### config.mk
export PLATFORM = sky130hd
export DESIGN_NAME = bc2_texture_block_decoder
export DESIGN_NICKNAME = d
export VERILOG_FILES = /design/src/rtl/bc2d_pkg.sv /design/src/rtl/bc2d_front.sv /design/src/rtl/bc2d_queue.sv /design/src/rtl/bc2d_back.sv /design/src/rtl/bc2_texture_block_decoder.sv
export SDC_FILE = /design/constraint.sdc
export NUM_CORES = 2
export LEC_CHECK = 0
export ABC_AREA = 1
export BUFFER_PORTS_ARGS = -buffer_cell sky130_fd_sc_hd__buf_2
export CAP_MARGIN = 30
export CORE_MARGIN = 1.5
export CORE_UTILIZATION = 50
export DETAILED_ROUTE_END_ITERATION = 16
export PLACE_DENSITY = 0.7
export SYNTH_ARGS = -nofsm -noshare
export SYNTH_HDL_FRONTEND = slang
export SYNTH_HIERARCHICAL = 1
export SYNTH_SLANG_ARGS = --single-unit
### constraint.sdc
create_clock -name clk -period 24.2 [get_ports clk]
set_clock_uncertainty 0.1 [all_clocks]
set_input_delay 0 -clock clk [delete_from_list [all_inputs] [get_ports clk]]
set_output_delay 0 -clock clk [all_outputs]
set_load 0.02 [all_outputs]
### src/rtl/bc2d_pkg.sv
// Shared types, codes and helper functions of the BC2 block decoder.
// No dependencies; every other file of the decoder imports this package.
`timescale 1ns / 1ps
`default_nettype none

package bc2d_pkg;

	localparam int MaxSideDefault = 16384;
	localparam int QueueDepthDefault = 2;

	// Configuration register indexes.
	localparam logic [1:0] CFG_PIXEL_FORMAT = 2'd0;
	localparam logic [1:0] CFG_IMAGE_WIDTH  = 2'd1;
	localparam logic [1:0] CFG_IMAGE_HEIGHT = 2'd2;

	// Channel orders, first named channel in the lowest byte.
	localparam logic [1:0] FMT_BGRA = 2'd0;
	localparam logic [1:0] FMT_RGBA = 2'd1;
	localparam logic [1:0] FMT_ARGB = 2'd2;
	localparam logic [1:0] FMT_ABGR = 2'd3;

	// One classified block as it waits between the front and back ends.
	typedef struct packed {
		logic [15:0]      mask;      // texels that lie inside the image
		logic [13:0]      base_x;
		logic [13:0]      base_y;
		logic [63:0]      alpha;
		logic [31:0]      indices;
		logic [3:0][23:0] palette;   // {r, g, b} for each palette index
	} bc2d_entry_t;

	// Rounded expansion (c * 255 + 15) / 31; the division is a reciprocal multiply
	// that stays exact over the whole 5-bit range.
	function automatic logic [7:0] expand5(input logic [4:0] c);
		logic [25:0] p;
		p = (26'(c) * 26'd255 + 26'd15) * 26'd8457;
		return p[25:18];
	endfunction

	// Rounded expansion (c * 255 + 31) / 63, again through an exact reciprocal.
	function automatic logic [7:0] expand6(input logic [5:0] c);
		logic [27:0] p;
		p = (28'(c) * 28'd255 + 28'd31) * 28'd16645;
		return p[27:20];
	endfunction

	// Floor division by three through a reciprocal; exact for x up to 765.
	function automatic logic [7:0] div3(input logic [9:0] x);
		logic [20:0] p;
		p = 21'(x) * 21'd683;
		return p[18:11];
	endfunction

	function automatic logic [31:0] pack_pixel(input logic [1:0] fmt, input logic [7:0] r,
			input logic [7:0] g, input logic [7:0] b, input logic [7:0] a);
		logic [31:0] px;
		case (fmt)
			FMT_RGBA: px = {a, b, g, r};
			FMT_ARGB: px = {b, g, r, a};
			FMT_ABGR: px = {r, g, b, a};
			default:  px = {a, r, g, b};
		endcase
		return px;
	endfunction

endpackage

`default_nettype wire

### src/rtl/bc2d_front.sv
// Front end of the BC2 decoder: accepts blocks, expands the palette, works
// out which texels are inside the image and tracks the block position.
// Depends on bc2d_pkg.
`timescale 1ns / 1ps
`default_nettype none

module bc2d_front
	import bc2d_pkg::*;
(
	input  wire logic        clk,
	input  wire logic        arst_n,
	input  wire logic [14:0] width,
	input  wire logic [14:0] height,
	input  wire logic        in_valid,
	output logic             in_stall,
	input  wire logic [63:0] alpha_bits,
	input  wire logic [15:0] color0,
	input  wire logic [15:0] color1,
	input  wire logic [31:0] color_indices,
	input  wire logic        q_ready,
	output logic             q_push,
	output bc2d_entry_t      q_entry
);

	logic [11:0] block_col_q;
	logic [11:0] block_row_q;
	logic [13:0] xblocks;
	logic [13:0] yblocks;
	logic [12:0] next_col;
	logic [12:0] next_row;
	logic [7:0]  r0, r1, g0, g1, b0, b1;
	logic [13:0] base_x;
	logic [13:0] base_y;
	logic [3:0]  col_in;
	logic [3:0]  row_in;
	logic [15:0] mask;

	assign in_stall = ~q_ready;
	assign q_push   = in_valid & q_ready;

	assign xblocks = 14'((16'(width) + 16'd3) >> 2);
	assign yblocks = 14'((16'(height) + 16'd3) >> 2);
	assign next_col = 13'(block_col_q) + 13'd1;
	assign next_row = 13'(block_row_q) + 13'd1;

	assign base_x = {block_col_q, 2'b00};
	assign base_y = {block_row_q, 2'b00};

	assign r0 = expand5(color0[15:11]);
	assign g0 = expand6(color0[10:5]);
	assign b0 = expand5(color0[4:0]);
	assign r1 = expand5(color1[15:11]);
	assign g1 = expand6(color1[10:5]);
	assign b1 = expand5(color1[4:0]);

	always_comb begin
		for (int j = 0; j < 4; j++) begin
			col_in[j] = {1'b0, base_x + 14'(j)} < width;
			row_in[j] = {1'b0, base_y + 14'(j)} < height;
		end
		for (int i = 0; i < 16; i++) begin
			mask[i] = col_in[i % 4] & row_in[i / 4];
		end
	end

	assign q_entry.mask    = mask;
	assign q_entry.base_x  = base_x;
	assign q_entry.base_y  = base_y;
	assign q_entry.alpha   = alpha_bits;
	assign q_entry.indices = color_indices;
	assign q_entry.palette[0] = {r0, g0, b0};
	assign q_entry.palette[1] = {r1, g1, b1};
	assign q_entry.palette[2] = {div3({r0, 1'b0} + 10'(r1)), div3({g0, 1'b0} + 10'(g1)),
		div3({b0, 1'b0} + 10'(b1))};
	assign q_entry.palette[3] = {div3(10'(r0) + {r1, 1'b0}), div3(10'(g0) + {g1, 1'b0}),
		div3(10'(b0) + {b1, 1'b0})};

	// The position advances for every block, even one lying outside the image.
	always_ff @(posedge clk or negedge arst_n) begin
		if (!arst_n) begin
			block_col_q <= '0;
			block_row_q <= '0;
		end else if (q_push) begin
			if ({1'b0, next_col} >= xblocks) begin
				block_col_q <= '0;
				block_row_q <= ({1'b0, next_row} >= yblocks) ? 12'd0 : next_row[11:0];
			end else begin
				block_col_q <= next_col[11:0];
			end
		end
	end

endmodule

`default_nettype wire

### src/rtl/bc2d_queue.sv
// Short queue of classified blocks between the front and back ends.
// Depends on bc2d_pkg for the entry type.
`timescale 1ns / 1ps
`default_nettype none

module bc2d_queue
	import bc2d_pkg::*;
#(
	parameter int DEPTH = QueueDepthDefault
) (
	input  wire logic  clk,
	input  wire logic  arst_n,
	input  wire logic  push,
	input  wire bc2d_entry_t push_entry,
	output logic       ready,
	input  wire logic  pop,
	output logic       head_valid,
	output bc2d_entry_t head_entry
);

	localparam int AW = (DEPTH > 1) ? $clog2(DEPTH) : 1;
	localparam int CW = $clog2(DEPTH + 1);

	bc2d_entry_t     slots_q [DEPTH];
	logic [AW-1:0]   wr_ptr_q;
	logic [AW-1:0]   rd_ptr_q;
	logic [CW-1:0]   count_q;
	logic            do_pop;

	assign ready      = count_q < CW'(DEPTH);
	assign head_valid = count_q != '0;
	assign head_entry = slots_q[rd_ptr_q];
	assign do_pop     = pop & head_valid;

	always_ff @(posedge clk) begin
		if (push) begin
			slots_q[wr_ptr_q] <= push_entry;
		end
	end

	always_ff @(posedge clk or negedge arst_n) begin
		if (!arst_n) begin
			wr_ptr_q <= '0;
			rd_ptr_q <= '0;
			count_q  <= '0;
		end else begin
			if (push) begin
				wr_ptr_q <= (wr_ptr_q == AW'(DEPTH - 1)) ? '0 : wr_ptr_q + AW'(1);
			end
			if (do_pop) begin
				rd_ptr_q <= (rd_ptr_q == AW'(DEPTH - 1)) ? '0 : rd_ptr_q + AW'(1);
			end
			if (push && !do_pop) begin
				count_q <= count_q + CW'(1);
			end else if (do_pop && !push) begin
				count_q <= count_q - CW'(1);
			end
		end
	end

endmodule

`default_nettype wire

### src/rtl/bc2d_back.sv
// Back end of the BC2 decoder: walks the inside texels of one block, one per
// cycle while the output is not stalled, into a registered output stage. Depends on bc2d_pkg.
`timescale 1ns / 1ps
`default_nettype none

module bc2d_back
	import bc2d_pkg::*;
(
	input  wire logic        clk,
	input  wire logic        arst_n,
	input  wire logic [1:0]  pixel_format,
	input  wire logic        head_valid,
	input  wire bc2d_entry_t head_entry,
	output logic             pop,
	output logic             out_valid,
	input  wire logic        out_stall,
	output logic [31:0]      pixel,
	output logic [13:0]      pos_x,
	output logic [13:0]      pos_y,
	output logic             last_of_block
);

	bc2d_entry_t cur_q;
	logic [15:0] mask_q;
	logic        out_valid_q;
	logic [31:0] pixel_q;
	logic [13:0] pos_x_q;
	logic [13:0] pos_y_q;
	logic        last_q;

	logic        can_emit;
	logic        emit;
	logic        cur_done;
	logic [15:0] rest_mask;
	logic [3:0]  sel;
	logic [1:0]  pal_idx;
	logic [3:0]  alpha_code;
	logic [23:0] rgb;

	assign can_emit  = ~out_valid_q | ~out_stall;
	assign emit      = (mask_q != '0) & can_emit;
	assign rest_mask = mask_q & (mask_q - 16'd1);
	assign cur_done  = (mask_q == '0) | (emit & (rest_mask == '0));
	assign pop       = head_valid & cur_done;

	// Lowest texel that is still to be sent.
	always_comb begin
		sel = '0;
		for (int i = 15; i >= 0; i--) begin
			if (mask_q[i]) begin
				sel = 4'(i);
			end
		end
	end

	assign pal_idx    = cur_q.indices[{sel, 1'b0} +: 2];
	assign alpha_code = cur_q.alpha[{sel, 2'b00} +: 4];
	assign rgb        = cur_q.palette[pal_idx];

	always_ff @(posedge clk or negedge arst_n) begin
		if (!arst_n) begin
			mask_q      <= '0;
			out_valid_q <= 1'b0;
		end else begin
			if (pop) begin
				mask_q <= head_entry.mask;
			end else if (emit) begin
				mask_q <= rest_mask;
			end
			if (emit) begin
				out_valid_q <= 1'b1;
			end else if (!out_stall) begin
				out_valid_q <= 1'b0;
			end
		end
	end

	always_ff @(posedge clk) begin
		if (pop) begin
			cur_q <= head_entry;
		end
		if (emit) begin
			pixel_q <= pack_pixel(pixel_format, rgb[23:16], rgb[15:8], rgb[7:0],
				{alpha_code, alpha_code});
			pos_x_q <= cur_q.base_x + 14'(sel[1:0]);
			pos_y_q <= cur_q.base_y + 14'(sel[3:2]);
			last_q  <= rest_mask == '0;
		end
	end

	assign out_valid     = out_valid_q;
	assign pixel         = pixel_q;
	assign pos_x         = pos_x_q;
	assign pos_y         = pos_y_q;
	assign last_of_block = last_q;

endmodule

`default_nettype wire

### src/rtl/bc2_texture_block_decoder.sv
// Top level of the BC2 (DXT3) texture block decoder: configuration registers,
// front end, block queue and back end. Depends on bc2d_pkg and all bc2d_ modules.
//
// Blocks of 16 bytes enter in raster block order and come out as 32-bit
// texels, one transaction per texel, with their image position; texels past
// the right or bottom edge are dropped and the last texel sent for a block is
// flagged. The back end sends one texel per cycle while the output is not
// stalled. The front end takes a new block each cycle while the two-entry
// block queue has room, so input and output stall independently; the first
// texel of a block passes through the queue, the back end's current-block
// register and the output register. Configuration should be written only
// while no block is in flight.
`timescale 1ns / 1ps
`default_nettype none

module bc2_texture_block_decoder
	import bc2d_pkg::*;
#(
	parameter int MAX_SIDE    = MaxSideDefault,
	parameter int QUEUE_DEPTH = QueueDepthDefault
) (
	input  wire logic        clk,
	input  wire logic        arst_n,
	input  wire logic        cfg_we,
	input  wire logic [1:0]  cfg_index,
	input  wire logic [14:0] cfg_data,
	input  wire logic        in_valid,
	output logic             in_stall,
	input  wire logic [63:0] alpha_bits,
	input  wire logic [15:0] color0,
	input  wire logic [15:0] color1,
	input  wire logic [31:0] color_indices,
	output logic             out_valid,
	input  wire logic        out_stall,
	output logic [31:0]      pixel,
	output logic [13:0]      pos_x,
	output logic [13:0]      pos_y,
	output logic             last_of_block
);

	logic [1:0]  pixel_format_q;
	logic [14:0] image_width_q;
	logic [14:0] image_height_q;
	logic [14:0] width;
	logic [14:0] height;

	logic        q_ready;
	logic        q_push;
	bc2d_entry_t q_entry;
	logic        q_pop;
	logic        head_valid;
	bc2d_entry_t head_entry;

	always_ff @(posedge clk or negedge arst_n) begin
		if (!arst_n) begin
			pixel_format_q <= FMT_BGRA;
			image_width_q  <= 15'd1024;
			image_height_q <= 15'd1024;
		end else if (cfg_we) begin
			case (cfg_index)
				CFG_PIXEL_FORMAT: pixel_format_q <= cfg_data[1:0];
				CFG_IMAGE_WIDTH:  image_width_q  <= cfg_data;
				CFG_IMAGE_HEIGHT: image_height_q <= cfg_data;
				default: ;
			endcase
		end
	end

	// A zero size counts as one; sizes above the maximum side saturate.
	always_comb begin
		if (image_width_q == '0) begin
			width = 15'd1;
		end else if (int'(image_width_q) > MAX_SIDE) begin
			width = 15'(MAX_SIDE);
		end else begin
			width = image_width_q;
		end
		if (image_height_q == '0) begin
			height = 15'd1;
		end else if (int'(image_height_q) > MAX_SIDE) begin
			height = 15'(MAX_SIDE);
		end else begin
			height = image_height_q;
		end
	end

	bc2d_front u_front (
		.clk           (clk),
		.arst_n        (arst_n),
		.width         (width),
		.height        (height),
		.in_valid      (in_valid),
		.in_stall      (in_stall),
		.alpha_bits    (alpha_bits),
		.color0        (color0),
		.color1        (color1),
		.color_indices (color_indices),
		.q_ready       (q_ready),
		.q_push        (q_push),
		.q_entry       (q_entry)
	);

	bc2d_queue #(
		.DEPTH (QUEUE_DEPTH)
	) u_queue (
		.clk        (clk),
		.arst_n     (arst_n),
		.push       (q_push),
		.push_entry (q_entry),
		.ready      (q_ready),
		.pop        (q_pop),
		.head_valid (head_valid),
		.head_entry (head_entry)
	);

	bc2d_back u_back (
		.clk           (clk),
		.arst_n        (arst_n),
		.pixel_format  (pixel_format_q),
		.head_valid    (head_valid),
		.head_entry    (head_entry),
		.pop           (q_pop),
		.out_valid     (out_valid),
		.out_stall     (out_stall),
		.pixel         (pixel),
		.pos_x         (pos_x),
		.pos_y         (pos_y),
		.last_of_block (last_of_block)
	);

endmodule

`default_nettype wire

==> out/results.tsv <==
metric	value	unit
routability cong.	0.909	
final setup violation count	0	
Die Y-Extent	367	um
post-layout util	55.4	%
post-placement cell area	68400	sq um
gr usage total	22.1	%
Top cell by count, worst path	nand2_1	
dominant cell type by area after synthesis	edfxtp_1	
post_cts resized	0	
hold crit path type	in2reg	
clock sink total	830	
average instance area after synthesis	9.26	sq um
Crit Path Max Fanout	6	
Antenna Nets Post-Route	0	
1st-pass router iterations	6	
initial DRC count	3379	
clk_lat worst skew	0.64	ns
Max Clock Freq	84.2	MHz
outcome	finished, final reports clean	
# IOs	213	
fin cells	9259	
Slowest-stage cell, CP	fa_1	
relative slew slack	33.0	%
Placeable Area	131000	sq um
initial core utilization	50.4	%
Synth Instances	7154	
Worst Reg-to-Reg Cells	27	
postcts setup bufs	0	
DIE AREA	135000	sq um
post-synthesis simple-gate area fraction	17.8	%
synthesis-to-layout area growth	9.96	%
HPWL after DPL	115000	um
slowest stage delay, CP	0.61	ns
setup TNS	0	ns
Routed wire per std cell	16.1	um
Synth top area share	34.1	%
largest family of logic cells by synthesized area	adder cells	
Final Hold Viols	0	
CP Launch Type	primary input	
Slew Viols, Final	0	
via count	48500	
fin nets	8927	
Worst Max-Slew Pin Slew	0.994	ns
Post-synth EDFFs	753	
Max-Cap Viols	0	
Top FF cell, synth	edfxtp_1	
critical path type	in2reg	
compound-gate portion of the synthesized area	5.78	%
global route overflow	0	
largest net degree at the start of global routing	153	
initial antenna violation count	5	
vias in the first global route	47900	
final period utilization	49.1	%
sequential fraction of the synthesis area	37.0	%
Yosys warnings	6	
H-tree depth	3	
RSZ-0062 raised after global routing	false	
chip width	367	um
CTS tree	built	
Post-Syn Area	66300	sq um
FF+latch count, synth	830	
CTS root buf	clkbuf_16	
final WL	149000	um
Reg2Reg Setup Slack	19.32	ns
element type at the critical path end	register	
xor and xnor area share after synthesis	3.27	%
share of layout cells above drive strength 1	6.45	%
DR vias/cell	5.24	
Placed Instances	8936	
Cell Rows	133	
clk slew on worst S/H paths	0.06	ns
final instance area	72900	sq um
mux cell area share after synthesis	0	%
Area contributors post-synth	edfxtp_1 (34%), ha_1 (21%), nand2_1 (11%)	
Residual DRC	0	
IO buf count	212	
count of cell types in the netlist	65	
Worst EP arrival	12.24	ns
Clock Path Buffers	3	
post-synthesis adder-cell area fraction	28.2	%
Required @ worst endpoint	24.56	ns
Worst Hold Depth	2	
Inserted Clock Buffers	82	
first-pass GRT wire length	243000	um
final period demand of the worst path	11.88	ns
asr flop ratio synth	9.28	%
==> flip-flops by register name, summed over array words and instances (netlist names) <==
name / flops
image_height_q: 15
image_width_q: 15
pixel_format_q: 2
u_back/cur_q: 220
u_back/last_of_block: 1
u_back/mask_q: 16
u_back/out_valid: 1
u_back/pixel: 32
u_back/pos_x: 14
u_back/pos_y: 14
u_front/block_col_q: 12
u_front/block_row_q: 12
u_queue/count_q: 2
u_queue/rd_ptr_q: 1
u_queue/slots_q: 472
u_queue/wr_ptr_q: 1
==> cell usage after synthesis (37+ instances only) <==
cell      number
o21bai_1      37
xor2_1       169
buf_2         40
a21oi_1      330
nand4_1       56
dfrtp_1       75
inv_1       1004
nor2_1       255
fa_1         253
xnor2_1       69
o21ai_0      195
nor3_1        63
ha_1        1087
buf_4        131
edfxtp_1     753
nand3_1      417
nand2_1     1921
==> worst max-delay path: cells and delay by family <==
kind	cells	cell delay (ns)
buffers and inverters	12	0.99
AO/OA/AOI/OAI	7	1.34
AND/OR/NAND/NOR	20	2.17
XOR/XNOR	3	0.75
adder cells (fa/ha/maj)	18	6.98
==> kinds of logic (layout without fill, tap and decap cells) <==
group,count (synthesis),after routing
DFF,830,830
and+or+nand+nor,2830,2830
xor gates and xnor gates,243,243
buffers and inverters,1232,1577
other,1,6
AOI/OAI and AO/OA,678,678
adders and majority gates,1340,1340
==> final cells by class <==
class | count | area, sq um
inverters | 1023 | 3870
flip-flops and latches | 830 | 24500
well taps | 1755 | 2200
clock buffers | 99 | 2160
multi-input cells | 5095 | 36500
repair buffers | 405 | 3040
clock inverters | 50 | 563
diodes | 2 | 5.00
fillers | 11400 | 58600
==> worst paths after layout <==
check / start / end
min: color_indices[17] / u_queue/slots_q[1][113]
min reg2reg: u_queue/count_q[1] / u_queue/count_q[1]
max: color1[8] / u_queue/slots_q[1][84]
max in group asynchronous: arst_n / image_width_q[10]
min in group asynchronous: arst_n / u_front/block_row_q[10]
max reg2reg: u_back/mask_q[14] / u_back/pos_x[12]
==> timing repair <==
action,CTS,global route
hold endpoints to repair,316,0
setup endpoints to repair,0,0
hold buffers,170,0
==> metrics by stage <==
step	hold slack, ns	worst slack [ns]
after floorplan	-0.396	12.48
after global placement	0.0891	11.99
after detailed placement	-0.133	11.88
after CTS	0.000531	12.50
after global routing	0.00563	11.39
final	0.0233	12.32
==> cells in the final DEF (no fill, tap or decap), types with 6 or more instances in the layout <==
| cell type | Yosys | layout |
|---|---|---|
| nand2_1 | 1921 | 1921 |
| ha_1 | 1087 | 1087 |
| inv_1 | 1004 | 1003 |
| edfxtp_1 | 753 | 753 |
| nand3_1 | 417 | 417 |
| a21oi_1 | 330 | 330 |
| nor2_1 | 255 | 254 |
| fa_1 | 253 | 253 |
| buf_2 | 40 | 211 |
| o21ai_0 | 195 | 195 |
| dlygate4sd3_1 | 0 | 169 |
| xor2_1 | 169 | 169 |
| clkbuf_16 | 0 | 84 |
| dfrtp_1 | 75 | 74 |
| xnor2_1 | 69 | 69 |
| nor3_1 | 63 | 63 |
| nand4_1 | 56 | 56 |
| o21bai_1 | 37 | 37 |
| nand2_2 | 28 | 28 |
| a21boi_2 | 20 | 20 |
| nand3_2 | 19 | 19 |
| buf_4 | 131 | 18 |
| nor4_1 | 18 | 18 |
| o211ai_1 | 17 | 17 |
| clkinv_1 | 2 | 16 |
| clkinv_2 | 1 | 15 |
| clkbuf_1 | 26 | 15 |
| a31oi_1 | 15 | 15 |
| o21a_1 | 15 | 15 |
| nor2_2 | 13 | 13 |
| inv_2 | 14 | 12 |
| a21boi_0 | 9 | 9 |
| bufinv_16 | 0 | 9 |
| a21o_1 | 8 | 8 |
| o21ai_1 | 7 | 7 |
| nand3b_1 | 7 | 7 |
| nor3b_1 | 6 | 6 |
| a211oi_1 | 6 | 6 |
| and2_1 | 6 | 6 |
==> routing by layer <==
metal / part of all wire (%) / GRT usage, % / vias to the layer above / wire length (um)
li1: - / - / 24200 / -
met1: 45 / 30.1 / 22900 / 66800
met3: 5.6 / 2.23 / 176 / 8340
met4: 1.8 / 4.70 / 2 / 2640
met2: 48 / 38.1 / 1213 / 71700
met5: 0.0087 / 0 / - / 13
Power is not shown: default switching activity piles up to over one toggle a cycle in this logic, so the estimate is an artifact.
